--- config.mk ---
export PLATFORM = sky130hd
export DESIGN_NAME = uart_frame_decoder
export DESIGN_NICKNAME = d
export VERILOG_FILES = /design/src/rtl/ufd_pkg.sv /design/src/rtl/ufd_rx.sv /design/src/rtl/uart_frame_decoder.sv
export SDC_FILE = /design/constraint.sdc
export NUM_CORES = 1
export LEC_CHECK = 0
export BUFFER_PORTS_ARGS = -buffer_cell sky130_fd_sc_hd__buf_2
export CAP_MARGIN = 10
export CORE_MARGIN = 5
export CORE_UTILIZATION = 38
export DETAILED_ROUTE_END_ITERATION = 7
export GPL_ROUTABILITY_DRIVEN = 0
export GPL_TIMING_DRIVEN = 0
export SKIP_LAST_GASP = 1
export SYNTH_ARGS = -nofsm -noshare
export SYNTH_HDL_FRONTEND = slang
export SYNTH_SLANG_ARGS = --single-unit
--- constraint.sdc ---
create_clock -name aclk -period 7.85 [get_ports aclk]
set_input_delay 0.3925 -clock aclk [delete_from_list [all_inputs] [get_ports aclk]]
set_output_delay 0.3925 -clock aclk [all_outputs]
set_load 0.01 [all_outputs]
--- src/rtl/ufd_pkg.sv ---
// Shared types and constants for the UART frame decoder.
`default_nettype none
package ufd_pkg;

    localparam int FRAME_BITS    = 10;
    localparam int DATA_BITS     = 8;
    localparam int COUNT_WIDTH   = 16;
    localparam int IDX_WIDTH     = 4;
    localparam int SKIP_WIDTH    = 20;
    localparam int ELAPSED_WIDTH = 21;

    localparam logic [COUNT_WIDTH-1:0] SPB_RESET = COUNT_WIDTH'(868);

    typedef enum logic [1:0] {
        MODE_HUNT = 2'd0,
        MODE_RECV = 2'd1,
        MODE_SKIP = 2'd2
    } rx_mode_t;

    typedef struct packed {
        logic [DATA_BITS-1:0] data_byte;
        logic                 frame_valid;
    } ufd_result_t;

endpackage
`default_nettype wire

--- src/rtl/ufd_rx.sv ---
// Frame timing and bit checking: one line sample per step.
`default_nettype none
module ufd_rx import ufd_pkg::*; (
    input  wire logic                   aclk,
    input  wire logic                   aresetn,
    input  wire logic                   step_en,
    input  wire logic                   line_level,
    input  wire logic [COUNT_WIDTH-1:0] samples_per_bit,
    output logic                        res_valid,
    output ufd_result_t                 res
);

    rx_mode_t                   mode_reg,  mode_next;
    logic                       prev_reg,  prev_next;
    logic [COUNT_WIDTH-1:0]     cnt_reg,   cnt_next;
    logic [IDX_WIDTH-1:0]       idx_reg,   idx_next;
    logic                       level_reg, level_next;
    logic [DATA_BITS-1:0]       shift_reg, shift_next;
    logic [SKIP_WIDTH-1:0]      skip_reg,  skip_next;

    logic [COUNT_WIDTH-1:0]     per;
    logic                       start;
    logic                       active;
    logic [COUNT_WIDTH-1:0]     cnt_c;
    logic [IDX_WIDTH-1:0]       idx_c;
    logic [DATA_BITS-1:0]       shift_c;
    logic                       blvl;
    logic [COUNT_WIDTH-1:0]     cnt_inc;
    logic [IDX_WIDTH-1:0]       idx_inc;
    logic [DATA_BITS-1:0]       shift_upd;
    logic [ELAPSED_WIDTH-1:0]   elapsed;
    logic [ELAPSED_WIDTH-1:0]   total;
    logic [SKIP_WIDTH-1:0]      left;
    logic [SKIP_WIDTH-1:0]      skip_dec;

    // A zero period behaves as one sample per bit.
    assign per = (samples_per_bit == '0) ? COUNT_WIDTH'(1) : samples_per_bit;

    always_comb begin
        start   = 1'b0;
        active  = 1'b0;
        unique case (mode_reg)
            MODE_RECV: active = 1'b1;
            MODE_SKIP: active = 1'b0;
            default: begin
                start  = prev_reg && !line_level;
                active = start;
            end
        endcase

        cnt_c   = start ? '0 : cnt_reg;
        idx_c   = start ? '0 : idx_reg;
        shift_c = start ? '0 : shift_reg;
        blvl    = (cnt_c == '0) ? line_level : level_reg;
        cnt_inc = cnt_c + COUNT_WIDTH'(1);
        idx_inc = idx_c + IDX_WIDTH'(1);
        shift_upd = (idx_c >= IDX_WIDTH'(1) && idx_c <= IDX_WIDTH'(DATA_BITS))
                  ? {blvl, shift_c[DATA_BITS-1:1]} : shift_c;

        elapsed = ELAPSED_WIDTH'(idx_c) * ELAPSED_WIDTH'(per)
                + ELAPSED_WIDTH'(cnt_c) + ELAPSED_WIDTH'(1);
        total   = ELAPSED_WIDTH'(FRAME_BITS) * ELAPSED_WIDTH'(per);
        left    = (elapsed >= total) ? '0 : SKIP_WIDTH'(total - elapsed);
        skip_dec = (skip_reg != '0) ? skip_reg - SKIP_WIDTH'(1) : skip_reg;

        mode_next  = mode_reg;
        prev_next  = prev_reg;
        cnt_next   = cnt_reg;
        idx_next   = idx_reg;
        level_next = level_reg;
        shift_next = shift_reg;
        skip_next  = skip_reg;
        res_valid  = 1'b0;
        res        = '0;

        if (step_en) begin
            prev_next = line_level;
            if (active) begin
                level_next = blvl;
                if (cnt_c != '0 && line_level != level_reg) begin
                    // Line moved inside a bit: flag the frame, wait out its time.
                    res_valid  = 1'b1;
                    cnt_next   = '0;
                    idx_next   = '0;
                    shift_next = '0;
                    skip_next  = left;
                    mode_next  = (left == '0) ? MODE_HUNT : MODE_SKIP;
                end else if (cnt_inc != '0 && cnt_inc < per) begin
                    cnt_next   = cnt_inc;
                    idx_next   = idx_c;
                    shift_next = shift_c;
                    mode_next  = MODE_RECV;
                end else begin
                    cnt_next = '0;
                    if (idx_inc >= IDX_WIDTH'(FRAME_BITS)) begin
                        res_valid       = 1'b1;
                        res.data_byte   = shift_upd;
                        res.frame_valid = 1'b1;
                        idx_next   = '0;
                        shift_next = '0;
                        mode_next  = MODE_HUNT;
                    end else begin
                        idx_next   = idx_inc;
                        shift_next = shift_upd;
                        mode_next  = MODE_RECV;
                    end
                end
            end else if (mode_reg == MODE_SKIP) begin
                skip_next = skip_dec;
                if (skip_dec == '0) begin
                    mode_next = MODE_HUNT;
                end
            end else begin
                mode_next = MODE_HUNT;
            end
        end
    end

    always_ff @(posedge aclk) begin
        if (!aresetn) begin
            mode_reg  <= MODE_HUNT;
            prev_reg  <= 1'b1;
            cnt_reg   <= '0;
            idx_reg   <= '0;
            level_reg <= 1'b0;
            shift_reg <= '0;
            skip_reg  <= '0;
        end else begin
            mode_reg  <= mode_next;
            prev_reg  <= prev_next;
            cnt_reg   <= cnt_next;
            idx_reg   <= idx_next;
            level_reg <= level_next;
            shift_reg <= shift_next;
            skip_reg  <= skip_next;
        end
    end

endmodule
`default_nettype wire

--- src/rtl/uart_frame_decoder.sv ---
// UART 8N1 frame decoder top level: sample input stage, decoder, result queue.
// A sample that ends a frame gives its result on m_tvalid after the input register
//   and the decode into the result queue; decode waits while the queue is full.
// Throughput: 1 sample per cycle while the result queue has room.
// Reset (aresetn low, synchronous): line assumed idle high, hunting for a start
//   edge, input stage and result queue empty, samples_per_bit back to 868.
`default_nettype none
module uart_frame_decoder import ufd_pkg::*; (
    input  wire logic                   aclk,
    input  wire logic                   aresetn,
    // Sample stream
    input  wire logic                   s_tvalid,
    output logic                        s_tready,
    input  wire logic [7:0]             s_tdata,   // [0] line_level, [7:1] zero
    // Result stream
    output logic                        m_tvalid,
    input  wire logic                   m_tready,
    output logic [7:0]                  m_tdata,   // [7:0] data_byte
    output logic [0:0]                  m_tuser,   // [0] frame_valid
    // samples_per_bit register write
    input  wire logic                   cfg_valid,
    output logic                        cfg_ready,
    input  wire logic [COUNT_WIDTH-1:0] cfg_data
);

    // Config register
    logic [COUNT_WIDTH-1:0] spb_reg;

    // Input stage
    logic in_valid_reg, in_valid_next;
    logic in_level_reg;

    // Two-entry result queue: slot 0 drives the port, slot 1 is the skid.
    logic [1:0]  q_count_reg, q_count_next;
    ufd_result_t q0_reg, q0_next;
    ufd_result_t q1_reg, q1_next;

    logic        step_en;
    logic        rx_res_valid;
    ufd_result_t rx_res;
    logic        push;
    logic        pop;
    logic        s_accept;

    assign cfg_ready = 1'b1;

    always_ff @(posedge aclk) begin
        if (!aresetn) begin
            spb_reg <= SPB_RESET;
        end else if (cfg_valid && cfg_ready) begin
            spb_reg <= cfg_data;
        end
    end

    // Decode runs when a sample waits and the queue has room for a result.
    assign step_en  = in_valid_reg && (q_count_reg != 2'd2);
    assign s_tready = !in_valid_reg || step_en;
    assign s_accept = s_tvalid && s_tready;

    always_comb begin
        in_valid_next = in_valid_reg;
        if (s_accept) begin
            in_valid_next = 1'b1;
        end else if (step_en) begin
            in_valid_next = 1'b0;
        end
    end

    always_ff @(posedge aclk) begin
        if (!aresetn) begin
            in_valid_reg <= 1'b0;
        end else begin
            in_valid_reg <= in_valid_next;
        end
    end

    always_ff @(posedge aclk) begin
        if (s_accept) begin
            in_level_reg <= s_tdata[0];
        end
    end

    ufd_rx u_rx (
        .aclk            (aclk),
        .aresetn         (aresetn),
        .step_en         (step_en),
        .line_level      (in_level_reg),
        .samples_per_bit (spb_reg),
        .res_valid       (rx_res_valid),
        .res             (rx_res)
    );

    assign push     = step_en && rx_res_valid;
    assign m_tvalid = (q_count_reg != 2'd0);
    assign pop      = m_tvalid && m_tready;
    assign m_tdata  = q0_reg.data_byte;
    assign m_tuser  = q0_reg.frame_valid;

    always_comb begin
        q_count_next = q_count_reg;
        q0_next      = q0_reg;
        q1_next      = q1_reg;
        unique case (q_count_reg)
            2'd0: begin
                if (push) begin
                    q0_next      = rx_res;
                    q_count_next = 2'd1;
                end
            end
            2'd1: begin
                if (pop && push) begin
                    q0_next = rx_res;
                end else if (pop) begin
                    q_count_next = 2'd0;
                end else if (push) begin
                    q1_next      = rx_res;
                    q_count_next = 2'd2;
                end
            end
            2'd2: begin
                // Decode is held off while full, so only a drain is possible.
                if (pop) begin
                    q0_next      = q1_reg;
                    q_count_next = 2'd1;
                end
            end
            default: q_count_next = 2'd0;
        endcase
    end

    always_ff @(posedge aclk) begin
        if (!aresetn) begin
            q_count_reg <= 2'd0;
        end else begin
            q_count_reg <= q_count_next;
        end
    end

    always_ff @(posedge aclk) begin
        q0_reg <= q0_next;
        q1_reg <= q1_next;
    end

`ifndef SYNTH
    // A decoder result only appears on a decode step.
    a_res_on_step: assert property (@(posedge aclk) disable iff (!aresetn)
        rx_res_valid |-> step_en)
        else $error("decoder result outside a decode step");

    // No decode step may land in a full queue.
    a_no_overflow: assert property (@(posedge aclk) disable iff (!aresetn)
        step_en |-> (q_count_reg != 2'd2))
        else $error("result queue overflow");

    // An invalid frame always carries a zero byte.
    a_invalid_zero: assert property (@(posedge aclk) disable iff (!aresetn)
        (push && !rx_res.frame_valid) |-> (rx_res.data_byte == '0))
        else $error("invalid frame with nonzero byte");

    // A queued result not taken is still offered next cycle.
    a_hold: assert property (@(posedge aclk) disable iff (!aresetn)
        (m_tvalid && !m_tready) |=> (m_tvalid && $stable(m_tdata)))
        else $error("result dropped while stalled");
`endif

endmodule
`default_nettype wire

==> results of run 1 <==
[final timing paths]
check | to
setup reg to reg | u_rx.skip_reg[1]
hold reg to reg | u_rx.shift_reg[0]
setup / recovery | u_rx.skip_reg[1]
hold / removal | in_level_reg
[repair_timing]
| action | in CTS | in global routing |
|---|---|---|
| hold buffers | 0 | 0 |
| pin swaps | 1 | 8 |
| buffers inserted | 3 | 4 |
| setup endpoints to repair | 21 | 21 |
| resized for setup | 19 | 36 |
[kinds of logic (layout without fill, tap and decap cells)]
group	Yosys count	in the layout
other	1	1
adder cells (fa/ha/maj)	164	164
AND/OR/NAND/NOR	454	454
AO/OA/AOI/OAI	284	284
multiplexers	27	27
buffers and inverters	204	253
flip-flops	90	90
XOR/XNOR	57	57
[cell usage in the layout (no fill, tap or decap), types with 7 or more instances in the layout]
| cell type | netlist | layout |
|---|---|---|
| clkbuf_16 | 0 | 9 |
| nand2b_1 | 17 | 17 |
| o211ai_1 | 8 | 8 |
| xnor2_1 | 24 | 23 |
| and3_1 | 31 | 31 |
| nor2b_1 | 11 | 11 |
| a21o_1 | 19 | 19 |
| dfxtp_1 | 71 | 71 |
| edfxtp_1 | 19 | 19 |
| or2_2 | 9 | 9 |
| fa_1 | 46 | 46 |
| mux2i_1 | 27 | 27 |
| or3_1 | 14 | 14 |
| o221ai_1 | 7 | 7 |
| o21a_1 | 10 | 10 |
| inv_1 | 135 | 135 |
| nor2_1 | 119 | 119 |
| buf_2 | 12 | 40 |
| ha_1 | 118 | 116 |
| a21oi_1 | 65 | 60 |
| nor3_1 | 29 | 28 |
| clkbuf_1 | 47 | 39 |
| nand2_1 | 110 | 109 |
| nand4_1 | 12 | 12 |
| o21ai_0 | 60 | 56 |
| a22o_1 | 14 | 14 |
| xor2_1 | 33 | 31 |
| a211oi_1 | 12 | 10 |
| nand3_1 | 43 | 42 |
| nor4_1 | 12 | 12 |
| buf_4 | 2 | 10 |
[metal layers]
layer / track usage / vias up / wire, um
met5: 0 / - / 0
met4: 0.05411 / 0 / 554
met3: 0.02088 / 32 / 1008
met2: 0.3225 / 208 / 13880
met1: 0.2602 / 4384 / 13670
li1: - / 4567 / -
[power groups by stage]
stage	sequential, mW	clock, mW	combinational [mW]
after global routing	0.491	0.472	0.556
after global placement	0.500	0	0.478
final	0.490	0.444	0.506
after detailed placement	0.500	0	0.482
after CTS	0.489	0.452	0.489
after floorplan	0.494	0	0.354
[cell type report]
type	count	area, um2
fill	2766	15400
multi-input combinational	987	7582
sequential	90	1992
inverter	136	510.5
tap	341	426.7
buffer	64	316.6
clock buffer	9	225.2
timing repair buffer	37	202.7
clock inverter	7	70.07
==> impl_metrics.yaml, run 1 <==
detailed_routing:
  ant_nets: 0
  drt_iter0_markers: 845
  wl_per_cell_um: 17.42
  routed_wl_um: 29110
  num_vias: 9191
  first_pass_iters: 5
  vias_per_cell: 5.500
  drc: 0
logic_synthesis:
  netlist.top_cell.by_area: "ha_1"
  synth_xor_area_frac: 0.04874
  synth_common_cells: "135 x inv_1, 119 x nor2_1, 118 x ha_1, 110 x nand2_1, 71 x dfxtp_1"
  synth_compound_area_frac: 0.1893
  syn_area_per_cell_um2: 7.996
  synth_cell_types: 91
  synth_area_leaders: "ha_1 14%, dfxtp_1 14%, fa_1 9.0%"
  syn_area_um2: 10240
  synth.top_cell.area_share: 0.1441
  yosys_warnings: 0
  yosys-mux-area-fraction: 0.02639
  synth-simple-area-share: 0.2275
  ys_seq_area_frac: 0.1945
  synth.most_common_cell: "inv_1"
  syn-num-nets: 1474
  synth-edff-count: 19
  syn_inst: 1281
  ys_seq_elements: 90
  synth_top_family_by_area: "adder cells"
  synth_fa_ha_area_frac: 0.2341
  async_reset_ff_frac: 0
  synth-main-ff-cell: "dfxtp_1"
setup_path:
  path_max_fanout: 10
  crit_type: "reg2reg"
  cp-end-kind: "flip-flop"
  cp_common_cell: "inv_1"
  max_stage_delay_ns: 0.57
  crit_start: "u_rx.mode_reg[0]"
  crit_slowest_cell: "fa_1"
  path_depth: 31
  worstPathRequired_ns: 8.13
  start_kind: "flip-flop"
  worst-r2r-cell-count: 31
  rr_startpoint: "u_rx.mode_reg[0]"
  cp_top_family: "adder cells"
  cp.buffers_inverters: 8
  arrival_ns: 7.84
  r2r_setup_slack_ns: 0.29
timing:
  max_freq_mhz: 132.2
  fin_ws_ns: 0.2854
  fin_crit_sh: 0.9636
  whs_ns: 0.2086
  clock_skew_ns: 0.01271
  drv_slew: 0
  relSlewSlack: 0.4296
  period_needed_ns: 7.565
  setup-tns-final_ns: 0
  worstMarginPinSlew_ns: 0.8556
  hold_violations: 0
  setup_viol: 0
grt:
  grt_max_degree: 19
  antenna_found_initial: 0
  grt_pass1_vias: 9074
  grt.total_usage: 0.1912
  grt_pass1_wl_um: 47960
  grt_overflow_total: 0
clock_tree:
  cts_root_buffer: "clkbuf_16"
  htreeDepth: 3
  clock_path_buffers: 2
  cts_inserted_buffers: 9
  tritoncts: "yes"
  clk_pin_slew_worst_paths_ns: 0.08
  clkLatencyLatePin_ns: 0.36
  clkSinkCount: 90
power_and_ir_drop:
  power_frac_comb: 0.351
  peakVddDrop_v: 0.0001065
  switchingPower_uw: 550.5
  seqPwrFrac: 0.340
  p_leak_nw: 5.251
  p_total_mw: 1.440
  pwr-share-clk: 0.309
  p_int_uw: 889.1
  power_density_nw_per_um2: 127.1
  p_sw_frac: 0.3824
finish:
  nets: 1518
  antenna_cells: 0
  largest_reg_flops: 20
  fin_area_um2: 11330
  synthToLayoutAreaGrowth_pct: 10.58
  drive_above_1_share: 0.1015
  fin_util: 0.4238
  final_cells: 1671
die:
  die-width_um: 174.2
  die_y_um: 174.2
  ioPinCount: 41
  initial_core_util: 0.3832
  core_area_um2: 26730
  rows: 60
  die_area_um2: 30340
min_path:
  hold_path_class: "in2reg"
  worstHoldPathCells: 1
  hold_start: "s_tdata[0]"
place:
  post-place-cells: 1652
  dp_hpwl_um: 23010
  dp_slack_ns: -1.201
  place_area_um2: 10820
  place.port_buffers: 30
run:
  drv_cap: 0
outcome:
  outcome: "finished clean"
(Power assumes the default switching activity.)
==> inputs of run 2 (changes only) <==
- CORE_UTILIZATION: 38 -> 40
- clock period: 7.85 -> 7.9 ns (I/O delays scaled with it)
==> impl_metrics.yaml, run 2 (synthesis results as in run 1) <==
setup_path:
  crit_type: "reg2reg"
  cp-end-kind: "flip-flop"
  worstPathRequired_ns: 8.15
  cp.buffers_inverters: 7
  cp_common_cell: "inv_1"
  max_stage_delay_ns: 0.58
  cp_top_family: "adder cells"
  arrival_ns: 7.87
  path_max_fanout: 10
  start_kind: "flip-flop"
  crit_slowest_cell: "or4_1"
finish:
  fin_util: 0.4493
  largest_reg_flops: 20
  synthToLayoutAreaGrowth_pct: 10.46
  nets: 1521
  fillers: 2554
  antenna_cells: 0
  layout_commonest_cell: "inv_1"
  layout_common_cells: "135 x inv_1, 119 x nor2_1, 116 x ha_1"
  drive_above_1_share: 0.09977
die:
  die_area_um2: 28910
  initial_core_util: 0.4067
  ioPinCount: 41
  core_area_um2: 25180
  die_y_um: 170.0
  die-width_um: 170.0
  rows: 58
detailed_routing:
  drc: 0
  routed_wl_um: 28990
  vias_per_cell: 5.549
  drt_iter0_markers: 706
  ant_nets: 0
  num_vias: 9228
  wl_per_cell_um: 17.43
  first_pass_iters: 7
clock_tree:
  cts_root_buffer: "clkbuf_16"
  tritoncts: "yes"
  clkSinkCount: 90
  clkLatencyLatePin_ns: 0.36
  clk_pin_slew_worst_paths_ns: 0.08
  cts_inserted_buffers: 9
  clock_path_buffers: 2
  htreeDepth: 3
  ctsHoldBuffers: 0
grt:
  antenna_found_initial: 0
  grt.total_usage: 0.2028
  grt_overflow_total: 0
  grt_pass1_vias: 9008
  grt_pass1_wl_um: 47340
  grt_max_degree: 20
run:
  drv_cap: 0
place:
  place.port_buffers: 30
  dp_hpwl_um: 22960
power_and_ir_drop:
  p_leak_nw: 5.274
  peakVddDrop_v: 0.0001136
  p_total_mw: 1.434
  power_density_nw_per_um2: 126.8
timing:
  rsz0062_at_grt: "false"
  drv_slew: 0
  hold_violations: 0
  setup_viol: 0
  worstMarginPinSlew_ns: 0.8788
  max_freq_mhz: 131.2
  period_needed_ns: 7.620
  clock_skew_ns: 0.009236
  relSlewSlack: 0.4141
  fin_crit_sh: 0.9646
min_path:
  hold_path_class: "in2reg"
outcome:
  outcome: "finished clean"
## run 2: cell types whose count changed in the layout (fill, tap and decap cells not counted), moves of 2 or more
cell	previous run	this run
a21oi_1	60	62
buf_4	10	13
buf_6	6	4
clkbuf_8	0	2
clkinv_4	0	2
clkinvlp_4	3	0
## run 2: stage by stage
stage               setup TNS, ns  hold WS [ns]  setup slack [ns]  std cells  instance area (um2)
finish                          0        0.2096            0.2798       1663                11310
global route                    0        0.1973           0.01271       1663                11310
global placement           -22.77        0.4611            -1.206       1641                10810
detailed placement         -22.27        0.4668            -1.194       1641                10810
CTS                             0        0.1970           0.02317       1659                11200
floorplan                       0        0.4422            0.6844       1281                10240
## run 2: repair_timing
| action | CTS | global route |
|---|---|---|
| buffers inserted | 4 | 5 |
| pin swaps | 1 | 7 |
| hold endpoints to repair | 0 | 0 |
| gates cloned | 0 | 0 |
| endpoints found under the setup margin | 21 | 21 |
| gates resized for setup | 19 | 29 |
## run 2: per-layer routing
layer | vias to the layer above | share of wire | track usage
met5 | - | 0 | 0
met4 | 0 | 0.026 | 0.06597
met3 | 44 | 0.048 | 0.03043
met2 | 247 | 0.46 | 0.3276
met1 | 4359 | 0.47 | 0.2793
li1 | 4578 | - | -
## run 2: power by group
part / internal, mW / switching (mW) / leakage [nW]
combinational: 0.188 / 0.309 / 4.38
clock: 0.226 / 0.225 / 0.150
sequential: 0.474 / 0.0117 / 0.746
total: 0.888 / 0.546 / 5.27
## run 2: layout make-up
type,instances,area (um2),share of cell area
Multi-Input combinational cell,987,7547,0.6671
Clock buffer,9,225.2,0.01991
Sequential cell,90,1992,0.1761
Timing Repair Buffer,39,217.7,0.01924
Tap cell,330,412.9,0.03650
Buffer,65,326.6,0.02887
Clock inverter,7,81.33,0.007189
Inverter,136,510.5,0.04512
## run 2: path summary, 6_finish.rpt
path	cells after the start	slack [ns]	from	to
max reg2reg	28	0.28	u_rx.mode_reg[0]	u_rx.mode_reg[1]
min reg2reg	2	0.48	u_rx.prev_reg	u_rx.prev_reg
max	28	0.28	u_rx.mode_reg[0]	u_rx.mode_reg[1]
min	1	0.21	s_tdata[0]	in_level_reg
